### config.mk
export PLATFORM = sky130hd
export DESIGN_NAME = fpa_div_stage
export DESIGN_NICKNAME = d
export VERILOG_FILES = /design/src/hdl/fpa_div_stage.sv
export SDC_FILE = /design/constraint.sdc
export NUM_CORES = 1
export LEC_CHECK = 0
export BUFFER_PORTS_ARGS = -buffer_cell sky130_fd_sc_hd__buf_2
export CAP_MARGIN = 25
export CORE_UTILIZATION = 59
export DETAILED_ROUTE_END_ITERATION = 10
export GPL_ROUTABILITY_DRIVEN = 0
export PLACE_DENSITY = 0.85
export SYNTH_ARGS = -nofsm -noshare
export SYNTH_HDL_FRONTEND = slang
export SYNTH_SLANG_ARGS = --single-unit
### constraint.sdc
create_clock -name vclk -period 19.3
set_input_delay 2.895 -clock vclk [all_inputs]
set_output_delay 2.895 -clock vclk [all_outputs]
set_load 0.01 [all_outputs]
### src/hdl/fpa_div_stage.sv
// fpa_div_stage: a few restoring-division steps of the pipelined divider.
// Depends on nothing but its parameters.
`timescale 1ns / 1ps
module fpa_div_stage #(
    parameter int NUM_BITS = 40,
    parameter int DEN_BITS = 32,
    parameter int STEPS    = 4
) (
    input  logic [DEN_BITS:0]   rem_in,
    input  logic [NUM_BITS-1:0] num_in,
    input  logic [DEN_BITS-1:0] den,
    output logic [DEN_BITS:0]   rem_out,
    output logic [NUM_BITS-1:0] num_out
);
    // Numerator shifts out its top bit; quotient bits shift in at bottom.
    always_comb
    begin
        logic [DEN_BITS+1:0] trial;
        logic [DEN_BITS:0]   r;
        logic [NUM_BITS-1:0] n;
        r = rem_in;
        n = num_in;
        for (int i = 0; i < STEPS; i++)
        begin
            trial = {r, n[NUM_BITS-1]} - {2'b00, den};
            if (!trial[DEN_BITS+1])
            begin
                r = trial[DEN_BITS:0];
                n = {n[NUM_BITS-2:0], 1'b1};
            end
            else
            begin
                r = {r[DEN_BITS-1:0], n[NUM_BITS-1]};
                n = {n[NUM_BITS-2:0], 1'b0};
            end
        end
        rem_out = r;
        num_out = n;
    end
endmodule

**Word level (Yosys, flattened, before mapping)**

Cells that the tools add are included.

- Output and inout port bits: 73
- Input port bits: 105
- Register bits: 0
- Word-level logic and storage cells: 12

- $add $sub $neg: 4
- Mux-type cells: 8

Operators by type and width:

| kind | count |
|---|---|
| 34-bit by 32-bit subtractor with 34-bit output | 4 |
| 33-bit two-way mux | 4 |
| 1-bit two-way mux | 4 |

**Logic depth before layout (Yosys ltp)**

- Word-level depth: 8
- Depth in mapped cells: 61
- Depth with buffers taken out: 53

**Least setup slack after synthesis**

No wires, ideal clock.

- Path kind: input to output
- From: input port den[30]
- To: output port rem_out[25]
- Required time: 16405 ps
- Buffers on the path: 9
- Path slack: 2268 ps
- Stages on the path: 58
- Data arrival time: 14137 ps
- Cell sequence: inv_1 > ha_1 > buf_2 > a21o_1 > a2111oi_0 > a31oi_1 > and3_1 > a311o_1 > or3_4 > buf_2 > clkbuf_1 > clkbuf_1 > o21ai_0 > ha_1 > clkbuf_1 > and3_1 > and3_1 > a221oi_1 > (+22 left out) > buf_6 > mux2i_1 > ha_1 > nor2b_1 > o21a_1 > o21ai_0 > a2111oi_0 > o311ai_0 > o211ai_1 > a31oi_1 > a21oi_1 > nand2_1 > nand2_1 > nor4_1 > o22ai_2 > inv_2 > buf_6 > mux2_4

- Word-level cells in the longest chain between the ends: 8

RTL lines:

| what | RTL line | source |
|---|---|---|
| from (decl) | 11 | `input logic [DEN_BITS-1:0] den,` |
| 34-bit by 32-bit subtractor with 34-bit output | 25 | `trial = {r, n[NUM_BITS-1]} - {2'b00, den};` |
| 33-bit two-way mux | 26 | `if (!trial[DEN_BITS+1])` |
| 34-bit by 32-bit subtractor with 34-bit output | 25 |  |
| 33-bit two-way mux | 26 |  |
| 34-bit by 32-bit subtractor with 34-bit output | 25 |  |
| 33-bit two-way mux | 26 |  |
| 34-bit by 32-bit subtractor with 34-bit output | 25 |  |
| 33-bit two-way mux * | 26 |  |
| to (decl) | 12 | `output logic [DEN_BITS:0] rem_out,` |

Every way passes the cells marked *; elsewhere a longest branch is shown, timed or not.

**Final worst setup path**

- From: input port den[10]
- To: output port rem_out[31]

The elaborated chain is that of the path after synthesis.

==> flow_summary.yaml <==
grt:
  grt_usage_pct: 31.5
  grt_pass1_vias: 9239
  antenna_found_initial: 0
  overflow: 0
  grt_pass1_wl_um: 41800
  grt_max_degree: 58
synth:
  synth.avg_cell_area_sq_um: 6.97
  synth_area_sq_mm: 0.00892
  netlist_instances: 1280
  ys.warnings.count: 0
  yosys.area.top_type: "ha_1"
  synth_fp_nets: 1517
  synth.most_common_cell: "nand2_1"
  synthTopCellsByCount: "133 x nand2_1, 128 x ha_1, 117 x a21oi_1"
  synth_area_leaders: "ha_1 18%, a21oi_1 6.6%, xnor2_1 6.4%"
  synth_cell_types: 76
  yosysTopAreaCellShare_pct: 17.9
  yosysSeqAreaShare_pct: 0
critical_path:
  worstSetupEndpointType: "output pin"
  critPathMaxStageDelay_ps: 470
  path_class: "in2out"
  crit_arrival_ps: 15630
  worstPathMaxFanout: 38
  cp_slowest_cell: "or3_4"
  crit_required_ps: 16410
  start_kind: "input pin"
sta:
  min_period_over_period_pct: 96.0
  final-max-slew-violation-count: 0
  min_period_ps: 18520
  hold_viol: 0
  timing.slew.headroom_pct: 55.3
  fin_ws_ps: 778
  worst_pin_slew_ps: 662
  setup_viol: 0
  max_freq_mhz: 54.0
  timing.setup.tns_ps: 0
status:
  status: "finished with violations"
  violations: "design-rule violations"
cells_and_area:
  drive_above_1_share_pct: 15.9
  nClkBuffers: 0
  regArea_sq_um: 0
  seq_cells: 0
  areaGrowthSynthToFinish_pct: 6.59
  finalNetCount: 1567
  diodes: 0
routing:
  wirelength_um: 26500
  drc_errors: 16
  vias: 9847
  drt_pre_antenna_iters: 8
  routedWlPerCell_um: 17.6
  vias_per_cell: 6.51
  antenna_left: 0
  drt-initial-drc-count: 727
job:
  timing.max_cap.violations: 0
floorplan:
  ios: 178
  start_util_pct: 60.9
  rows: 44
  die_w_um: 125
  die_h_um: 125
  coreArea_sq_mm: 0.0146
  dieArea_sq_mm: 0.0156
placement:
  port_buffers: 106
  dp_hpwl_um: 21200
  post-place-ws_ps: -117
hold_path:
  hold_class: "in2out"
clock_tree:
  postCtsHoldBufs: 0
metal layers:
metal  vias up  wire (um)  GRT usage (%)  share of wire (%)
met3       129       1900           1.58                7.2
met1      4495      10500           36.5                 40
met5         -          0              0                  0
met2       465      12500           57.7                 47
met4         0       1620           17.9                6.1
li1       4758          -              -                  -
kinds of logic (layout without fill, tap and decap cells):
group	Yosys count	after routing	synth area share, %
mux	73	73	10.2
buf+inv	165	210	9.10
compound gates	445	445	32.0
simple gates	363	365	19.7
xor+xnor	102	103	10.1
fa+ha+maj	132	132	18.8
worst paths after layout:
path              startpoint           to  slack (ps)  cells past startpoint
setup / recovery     den[10]  rem_out[31]         780                     56
hold / removal    num_in[11]  num_out[15]        5790                      0
area by class of cell:
class | count | area [sq um]
inverters | 92 | 377
fillers | 1301 | 5130
repair buffers | 118 | 649
multi-input cells | 1118 | 8260
well taps | 184 | 230
layout by cell type, fill, tap and decap left out, types with 6 or more instances in the layout:
master and count:
and3_1 21, o211ai_1 13, nor3_1 17, nand4_1 13, nor4_1 6, nor2b_1 17, buf_4 9, a21o_1 59
mux2_2 30, nand2_1 133, or2_2 9, mux2_4 27, mux2_1 9, o21ai_1 7, a221oi_1 6, xor2_1 36
nand2b_1 20, a211oi_1 15, nand3_1 28, buf_2 106, o21bai_1 18, a31oi_1 21, xnor2_1 65, o31ai_1 8
inv_1 89, o21ai_0 103, mux2i_1 6, o21a_1 15, and2_1 15, a21oi_1 116, ha_1 128, nor2_1 64
repair_timing:
action	4_1_cts	5_1_grt
gates cloned	0	3
pin swaps	0	3
buffers inserted	0	8
setup endpoints to repair	31	34
gates resized for setup	1	31
worst max-delay path, delay by kind of cell:
kind	cells	cell delay [ps]
buffers and inverters	9	1600
xor gates and xnor gates	1	120
AOI/OAI and AO/OA	27	6300
and+or+nand+nor	13	2360
muxes	2	690
adders and majority gates	4	1600
through the flow:
step                      utilization, %  cells  cell area (sq um)  hold WS [ps]
after floorplan                        -   1280               8920          5880
after global placement              63.2   1501               9260          5790
after detailed placement            63.2   1501               9260          5790
after CTS                           63.2   1501               9260          5790
after global routing                65.0   1512               9510          5790
final                               65.0   1512               9510          5790
Power is left out: the tool's default activity adds up to more than one toggle a clock period on the data nets, which glitch-free logic cannot reach.
